`src/design/rtcm3_pkg.sv`:
```
// ----------------------------------------------------------------------------
// rtcm3_pkg
// Shared types, constants and the byte-wide CRC-24Q step for the RTCM3 parser.
// ----------------------------------------------------------------------------
package rtcm3_pkg;

  localparam logic [7:0]  PreambleByte = 8'hD3;
  localparam logic [7:0]  SyncRsvdMask = 8'hFC;
  localparam logic [7:0]  SyncLenMask  = 8'h03;
  localparam logic [24:0] Crc24qPoly   = 25'h1864CFB;

  typedef enum logic [1:0] {
    STATUS_INCOMPLETE = 2'd0,
    STATUS_OK         = 2'd1,
    STATUS_BAD_CRC    = 2'd2
  } frame_status_e;

  typedef struct packed {
    frame_status_e frame_status;
    logic          payload_valid;
    logic [7:0]    payload_byte;
    logic [9:0]    payload_index;
    logic [9:0]    payload_length;
  } rtcm3_result_t;

  function automatic logic [23:0] crc24q_byte(input logic [23:0] crc, input logic [7:0] b);
    logic [24:0] c;
    c = {1'b0, crc ^ {b, 16'h0000}};
    for (int i = 0; i < 8; i++) begin
      c = {c[23:0], 1'b0};
      if (c[24]) begin
        c = c ^ Crc24qPoly;
      end
    end
    return c[23:0];
  endfunction

endpackage

```
`src/design/rtcm3_parse.sv`:
```
// ----------------------------------------------------------------------------
// rtcm3_parse
// Frame state machine: preamble hunt, length capture, payload indexing,
// CRC-24Q accumulation and check byte compare. One byte per accepted transaction.
// ----------------------------------------------------------------------------
module rtcm3_parse
  import rtcm3_pkg::*;
(
  input  logic          clk_i,
  input  logic          rst_ni,
  input  logic          accept_i,
  input  logic [7:0]    rx_byte_i,
  output rtcm3_result_t res_o
);

  typedef enum logic [2:0] {
    PH_IDLE     = 3'd0,
    PH_PREAMBLE = 3'd1,
    PH_SYNC     = 3'd2,
    PH_PAYLOAD  = 3'd3,
    PH_CHECK1   = 3'd4,
    PH_CHECK2   = 3'd5,
    PH_CHECK3   = 3'd6
  } phase_e;

  phase_e      phase_q, phase_d;
  logic [23:0] crc_q, crc_d;
  logic [9:0]  len_q, len_d;
  logic [9:0]  cnt_q, cnt_d;
  logic [1:0]  hi_len_q, hi_len_d;
  logic [7:0]  chk1_q, chk1_d;
  logic [7:0]  chk2_q, chk2_d;

  logic [23:0] crc_step;
  logic [9:0]  cnt_inc;
  logic [9:0]  new_len;

  assign crc_step = crc24q_byte((phase_q == PH_PREAMBLE || phase_q == PH_SYNC ||
                                 phase_q == PH_PAYLOAD) ? crc_q : 24'h000000, rx_byte_i);
  assign cnt_inc  = cnt_q + 10'd1;
  assign new_len  = {hi_len_q, rx_byte_i};

  always_comb begin
    phase_d  = phase_q;
    crc_d    = crc_q;
    len_d    = len_q;
    cnt_d    = cnt_q;
    hi_len_d = hi_len_q;
    chk1_d   = chk1_q;
    chk2_d   = chk2_q;
    res_o    = '{frame_status: STATUS_INCOMPLETE, payload_valid: 1'b0,
                 payload_byte: 8'h00, payload_index: 10'd0, payload_length: 10'd0};
    case (phase_q)
      PH_PREAMBLE: begin
        if ((rx_byte_i & SyncRsvdMask) == 8'h00) begin
          hi_len_d = rx_byte_i[1:0] & SyncLenMask[1:0];
          crc_d    = crc_step;
          phase_d  = PH_SYNC;
        end else begin
          phase_d  = PH_IDLE;
        end
      end
      PH_SYNC: begin
        len_d   = new_len;
        cnt_d   = 10'd0;
        crc_d   = crc_step;
        phase_d = (new_len == 10'd0) ? PH_CHECK1 : PH_PAYLOAD;
      end
      PH_PAYLOAD: begin
        res_o.payload_valid = 1'b1;
        res_o.payload_byte  = rx_byte_i;
        res_o.payload_index = cnt_q;
        crc_d = crc_step;
        cnt_d = cnt_inc;
        if (cnt_inc == len_q) begin
          phase_d = PH_CHECK1;
        end
      end
      PH_CHECK1: begin
        chk1_d  = rx_byte_i;
        phase_d = PH_CHECK2;
      end
      PH_CHECK2: begin
        chk2_d  = rx_byte_i;
        phase_d = PH_CHECK3;
      end
      PH_CHECK3: begin
        res_o.frame_status = ({chk1_q, chk2_q, rx_byte_i} == crc_q) ? STATUS_OK
                                                                     : STATUS_BAD_CRC;
        phase_d = PH_IDLE;
      end
      default: begin
        if (rx_byte_i == PreambleByte) begin
          len_d   = 10'd0;
          crc_d   = crc_step;
          phase_d = PH_PREAMBLE;
        end else begin
          phase_d = PH_IDLE;
        end
      end
    endcase
    res_o.payload_length = len_d;
  end

  always_ff @(posedge clk_i or negedge rst_ni) begin
    if (!rst_ni) begin
      phase_q  <= PH_IDLE;
      crc_q    <= 24'h000000;
      len_q    <= 10'd0;
      cnt_q    <= 10'd0;
      hi_len_q <= 2'd0;
      chk1_q   <= 8'h00;
      chk2_q   <= 8'h00;
    end else if (accept_i) begin
      phase_q  <= phase_d;
      crc_q    <= crc_d;
      len_q    <= len_d;
      cnt_q    <= cnt_d;
      hi_len_q <= hi_len_d;
      chk1_q   <= chk1_d;
      chk2_q   <= chk2_d;
    end
  end

endmodule

```
`src/design/rtcm3_frame_parser_unit.sv`:
```
// ----------------------------------------------------------------------------
// rtcm3_frame_parser_unit
// RTCM3 frame parser: one result per received byte, CRC-24Q checked.
// An accepted byte's result is registered into the output or, when stalled, the skid.
// One byte per cycle while in_stall_o is low; parse and CRC steps are combinational.
// A skid register lets a new byte in while the current result is stalled.
// Reset: asynchronous active low; parser returns to preamble hunt, CRC and counts zero.
// ----------------------------------------------------------------------------
module rtcm3_frame_parser_unit
  import rtcm3_pkg::*;
(
  input  logic       clk_i,
  input  logic       rst_ni,
  input  logic       in_valid_i,
  output logic       in_stall_o,
  input  logic [7:0] rx_byte_i,
  output logic       out_valid_o,
  input  logic       out_stall_i,
  output logic [1:0] frame_status_o,
  output logic       payload_valid_o,
  output logic [7:0] payload_byte_o,
  output logic [9:0] payload_index_o,
  output logic [9:0] payload_length_o
);

  rtcm3_result_t res;
  rtcm3_result_t out_q, skid_q;
  logic          out_vld_q, skid_vld_q;
  logic          accept, pop;

  assign in_stall_o = skid_vld_q;
  assign accept     = in_valid_i && !in_stall_o;
  assign pop        = out_vld_q && !out_stall_i;

  rtcm3_parse u_parse (
    .clk_i     (clk_i),
    .rst_ni    (rst_ni),
    .accept_i  (accept),
    .rx_byte_i (rx_byte_i),
    .res_o     (res)
  );

  always_ff @(posedge clk_i or negedge rst_ni) begin
    if (!rst_ni) begin
      out_vld_q  <= 1'b0;
      skid_vld_q <= 1'b0;
    end else begin
      if (skid_vld_q) begin
        if (pop) begin
          out_vld_q  <= 1'b1;
          skid_vld_q <= 1'b0;
        end
      end else if (accept) begin
        if (!out_vld_q || pop) begin
          out_vld_q <= 1'b1;
        end else begin
          skid_vld_q <= 1'b1;
        end
      end else if (pop) begin
        out_vld_q <= 1'b0;
      end
    end
  end

  always_ff @(posedge clk_i) begin
    if (skid_vld_q) begin
      if (pop) begin
        out_q <= skid_q;
      end
    end else if (accept) begin
      if (!out_vld_q || pop) begin
        out_q <= res;
      end else begin
        skid_q <= res;
      end
    end
  end

  assign out_valid_o      = out_vld_q;
  assign frame_status_o   = out_q.frame_status;
  assign payload_valid_o  = out_q.payload_valid;
  assign payload_byte_o   = out_q.payload_byte;
  assign payload_index_o  = out_q.payload_index;
  assign payload_length_o = out_q.payload_length;

  a_skid_needs_out: assert property (@(posedge clk_i) disable iff (!rst_ni)
    skid_vld_q |-> out_vld_q)
    else $error("skid entry held without an output entry");

  a_payload_no_status: assert property (@(posedge clk_i) disable iff (!rst_ni)
    (out_vld_q && out_q.payload_valid) |-> (out_q.frame_status == STATUS_INCOMPLETE))
    else $error("payload byte reported together with a frame status");

  a_index_in_range: assert property (@(posedge clk_i) disable iff (!rst_ni)
    (out_vld_q && out_q.payload_valid) |-> (out_q.payload_index < out_q.payload_length))
    else $error("payload index beyond frame length");

  a_stalled_result_held: assert property (@(posedge clk_i) disable iff (!rst_ni)
    (out_vld_q && out_stall_i) |=> (out_vld_q && $stable(out_q)))
    else $error("stalled result changed");

endmodule

```
`config.mk`:
```
export PLATFORM = sky130hd
export DESIGN_NAME = rtcm3_frame_parser_unit
export DESIGN_NICKNAME = d
export VERILOG_FILES = /design/src/design/rtcm3_pkg.sv /design/src/design/rtcm3_parse.sv /design/src/design/rtcm3_frame_parser_unit.sv
export SDC_FILE = /design/constraint.sdc
export NUM_CORES = 1
export LEC_CHECK = 0
export BUFFER_PORTS_ARGS = -buffer_cell sky130_fd_sc_hd__buf_2
export CAP_MARGIN = 15
export CORE_MARGIN = 4
export CORE_UTILIZATION = 30
export CTS_CLUSTER_DIAMETER = 120
export CTS_CLUSTER_SIZE = 24
export DETAILED_ROUTE_END_ITERATION = 8
export PLACE_DENSITY = 0.43
export SYNTH_ARGS = -nofsm -noshare
export SYNTH_HDL_FRONTEND = slang
export SYNTH_HIERARCHICAL = 1
export SYNTH_SLANG_ARGS = --single-unit
```
`constraint.sdc`:
```
create_clock -name clk_i -period 3.7 [get_ports clk_i]
set_input_delay 0.37 -clock clk_i [delete_from_list [all_inputs] [get_ports clk_i]]
set_output_delay 0.37 -clock clk_i [all_outputs]
set_load 0.02 [all_outputs]
```
==> flow_metrics.env <==
export IMPL_path_max_fanout=19
export IMPL_grt_pass1_vias=4383
export IMPL_yosys_area_top_type="edfxtp_1"
export IMPL_drv_slew=0
export IMPL_powerDensity_mw_per_mm2=647
export IMPL_synth_avg_cell_area_um2=12.0
export IMPL_antenna_found_initial=0
export IMPL_initial_core_util=0.304
export IMPL_synth_edf_count=62
export IMPL_yosys_top_cells_area="edfxtp_1 (27%), dfrtp_1 (24%), xnor2_1 (9.3%)"
export IMPL_setup_viol=0
export IMPL_vias=4266
export IMPL_cp_arrival_ns=3.12
export IMPL_diodes=0
export IMPL_synth_flop_cell="dfrtp_1"
export IMPL_clk_pin_slew_ns=0.06
export IMPL_postCtsSetupRepairBufs=0
export IMPL_fmax_ghz=0.354
export IMPL_cpMaxStageDelayCell="dfrtp_1"
export IMPL_routedWlPerCell_um=17.6
export IMPL_port_buffers=44
export IMPL_period_share=0.762
export IMPL_cp_start_kind="flip-flop"
export IMPL_grt_max_degree=36
export IMPL_rsz0062_at_grt="no"
export IMPL_syn_cell_area_mm2=0.00689
export IMPL_power_leakage_nw=3.25
export IMPL_hold_viol=0
export IMPL_slowest_delay_ns=0.74
export IMPL_synth_fp_nets=586
export IMPL_dieArea_mm2=0.0255
export IMPL_ctsResizeCount=0
export IMPL_cts_sinks=129
export IMPL_viasPerCell=4.73
export IMPL_clock_skew_final_ns=0.0107
export IMPL_status="finished clean"
export IMPL_ctsHoldBuffers=0
export IMPL_drcViolationCount=0
export IMPL_htree_levels=4
export IMPL_cts_tree="done"
export IMPL_cp_top_family="XOR/XNOR gates"
export IMPL_path_class="reg2reg"
export IMPL_drt_first_iter_violations=249
export IMPL_synth_seq_cells=129
export IMPL_ys_async_sr_fraction=0.519
export IMPL_seq_area_frac_synth=0.513
export IMPL_cp_depth=7
export IMPL_grt_pass1_wl_um=25700
export IMPL_drt_wl_total_um=15900
export IMPL_clk_path_buf_depth=2
export IMPL_rows=55
export IMPL_grt_total_usage=0.128
export IMPL_clock_latency_ns=0.42
export IMPL_cp_required_ns=4.00
export IMPL_synth_distinct_cells=55
export IMPL_syn2layout_area_growth_pct=14.0
export IMPL_r2r_cells=7
export IMPL_synth_top_area_share=0.270
export IMPL_tns_ns=0
export IMPL_slew_headroom=0.337
export IMPL_peakVddDrop_v=0.000251
export IMPL_die_w_um=160
export IMPL_synthCells=573
export IMPL_worst_slew_pin_slew_ns=0.992
export IMPL_place_congestion=0.789
export IMPL_overflow=0
export IMPL_critPathCaptureType="flip-flop"
export IMPL_core_area_mm2=0.0226
export IMPL_cp_buffers_inverters=0
export IMPL_hp_class="in2async"
export IMPL_fin_crit_ns=2.82
export IMPL_cts_buffers_inserted=17
export IMPL_ant_nets=0
export IMPL_cts_root_buf="clkbuf_16"
export IMPL_dp_hpwl_um=10800
export IMPL_final_cell_count_no_fill=901
export IMPL_final_nets=616
export IMPL_die_h_um=160
export IMPL_synth_warnings=6
export IMPL_critical_path_most_common_cell="xnor3_2"
export IMPL_io_pins=45
export IMPL_drv_cap=0
export IMPL_cp_cell_sequence="o21ba_2 -> nand2_1 -> xor2_2 -> xnor3_2 -> xnor3_2 -> xnor2_1 -> o21ai_1"
export IMPL_dp_cells=869
export IMPL_hold_slack_ns=0.0402
export IMPL_finalPower_w=0.00508
export IMPL_drive_above_1_share=0.245
export IMPL_first_pass_iters=5
[area by class of cell]
cell class / count / area (um2)
clock buffers: 18 / 429
clock inverters: 14 / 106
fillers: 2188 / 14800
inverters: 5 / 18.8
multi-input cells: 396 / 3110
flip-flops and latches: 129 / 3540
well taps: 285 / 357
repair buffers: 54 / 295
[Yosys cell counts, types with 3 or more instances]
cell	n
edfxtp_1	62
inv_1	5
a21oi_1	6
buf_2	9
and3_1	22
o21ai_0	34
nor4_1	4
o21a_1	3
nor2_1	24
dfrtp_1	67
nor3_1	6
buf_1	4
xnor2_1	73
xor2_1	36
nand2_1	57
o21ai_1	6
nand4_1	8
clkbuf_1	21
o31ai_1	4
mux2_2	23
mux2_4	27
a22o_1	20
nand3_1	7
[flip-flops by register name, summed over array words and instances (netlist names), 10 cells and up]
signal,cells
payload_index_o,10
u_parse/len_q,10
skid_q,31
u_parse/crc_q,24
payload_length_o,10
u_parse/cnt_q,10
[logic make-up (layout without fill, tap and decap cells)]
| logic type | count (synthesis) | in the layout | share of synthesized area |
|---|---|---|---|
| xor+xnor | 118 | 118 | 0.167 |
| compound gates | 84 | 84 | 0.0826 |
| flops | 129 | 129 | 0.513 |
| simple gates | 142 | 142 | 0.0995 |
| mux | 51 | 51 | 0.0979 |
| buf+inv | 48 | 91 | 0.0378 |
| fa+ha+maj | 1 | 1 | 0.00182 |
[worst paths after layout]
path	startpoint	to	slack, ns
worst min register to register	u_parse/cnt_q[9]	u_parse/cnt_q[9]	0.52
worst max register to register	u_parse/phase_q[0]	u_parse/crc_q[8]	0.88
worst min-delay path	rst_ni	u_parse/chk1_q[0]	0.04
worst max-delay path	u_parse/phase_q[0]	u_parse/crc_q[8]	0.88
max in group asynchronous	rst_ni	u_parse/crc_q[19]	2.79
min in group clk_i	out_stall_i	in_stall_o	0.21
[stage by stage]
| stage | setup slack (ns) | utilization | instance area [um2] |
|---|---|---|---|
| 6_report | 0.879 | 0.347 | 7860 |
| 2_1_floorplan | 0.0941 | - | 6890 |
| 4_1_cts | 0.852 | 0.347 | 7860 |
| 5_1_grt | 0.604 | 0.347 | 7860 |
| 3_5_place_dp | 0.865 | 0.323 | 7320 |
| 3_3_place_gp | 0.933 | 0.323 | 7320 |
[power by group]
part	internal (W)	total, W	switching (W)
sequential	0.00188	0.00210	0.000215
clock	0.000865	0.00154	0.000672
combinational	0.000640	0.00145	0.000806
[metal layers]
layer | vias to the layer above | share of wire | track usage
met5 | - | 0 | 0
met4 | 0 | 0.0082 | 0.0343
li1 | 2074 | - | -
met2 | 87 | 0.46 | 0.198
met3 | 8 | 0.032 | 0.0305
met1 | 2097 | 0.50 | 0.182
[cells in the final DEF, fill, tap and decap left out, drive strengths merged, types with 5 or more instances in the layout]
| cell | count |
|---|---|
| and3 | 22 |
| a21oi | 6 |
| nand2 | 57 |
| xnor2 | 77 |
| mux2 | 50 |
| clkbuf | 18 |
| nor4 | 5 |
| clkinvlp | 5 |
| nand4 | 8 |
| nor2 | 25 |
| inv | 11 |
| xor2 | 37 |
| nand3 | 8 |
| o21ai | 40 |
| buf | 54 |
| nor3 | 6 |
| dfrtp | 67 |
| edfxtp | 62 |
| a22o | 20 |
No activity file was read; power rests on OpenSTA's default activity.
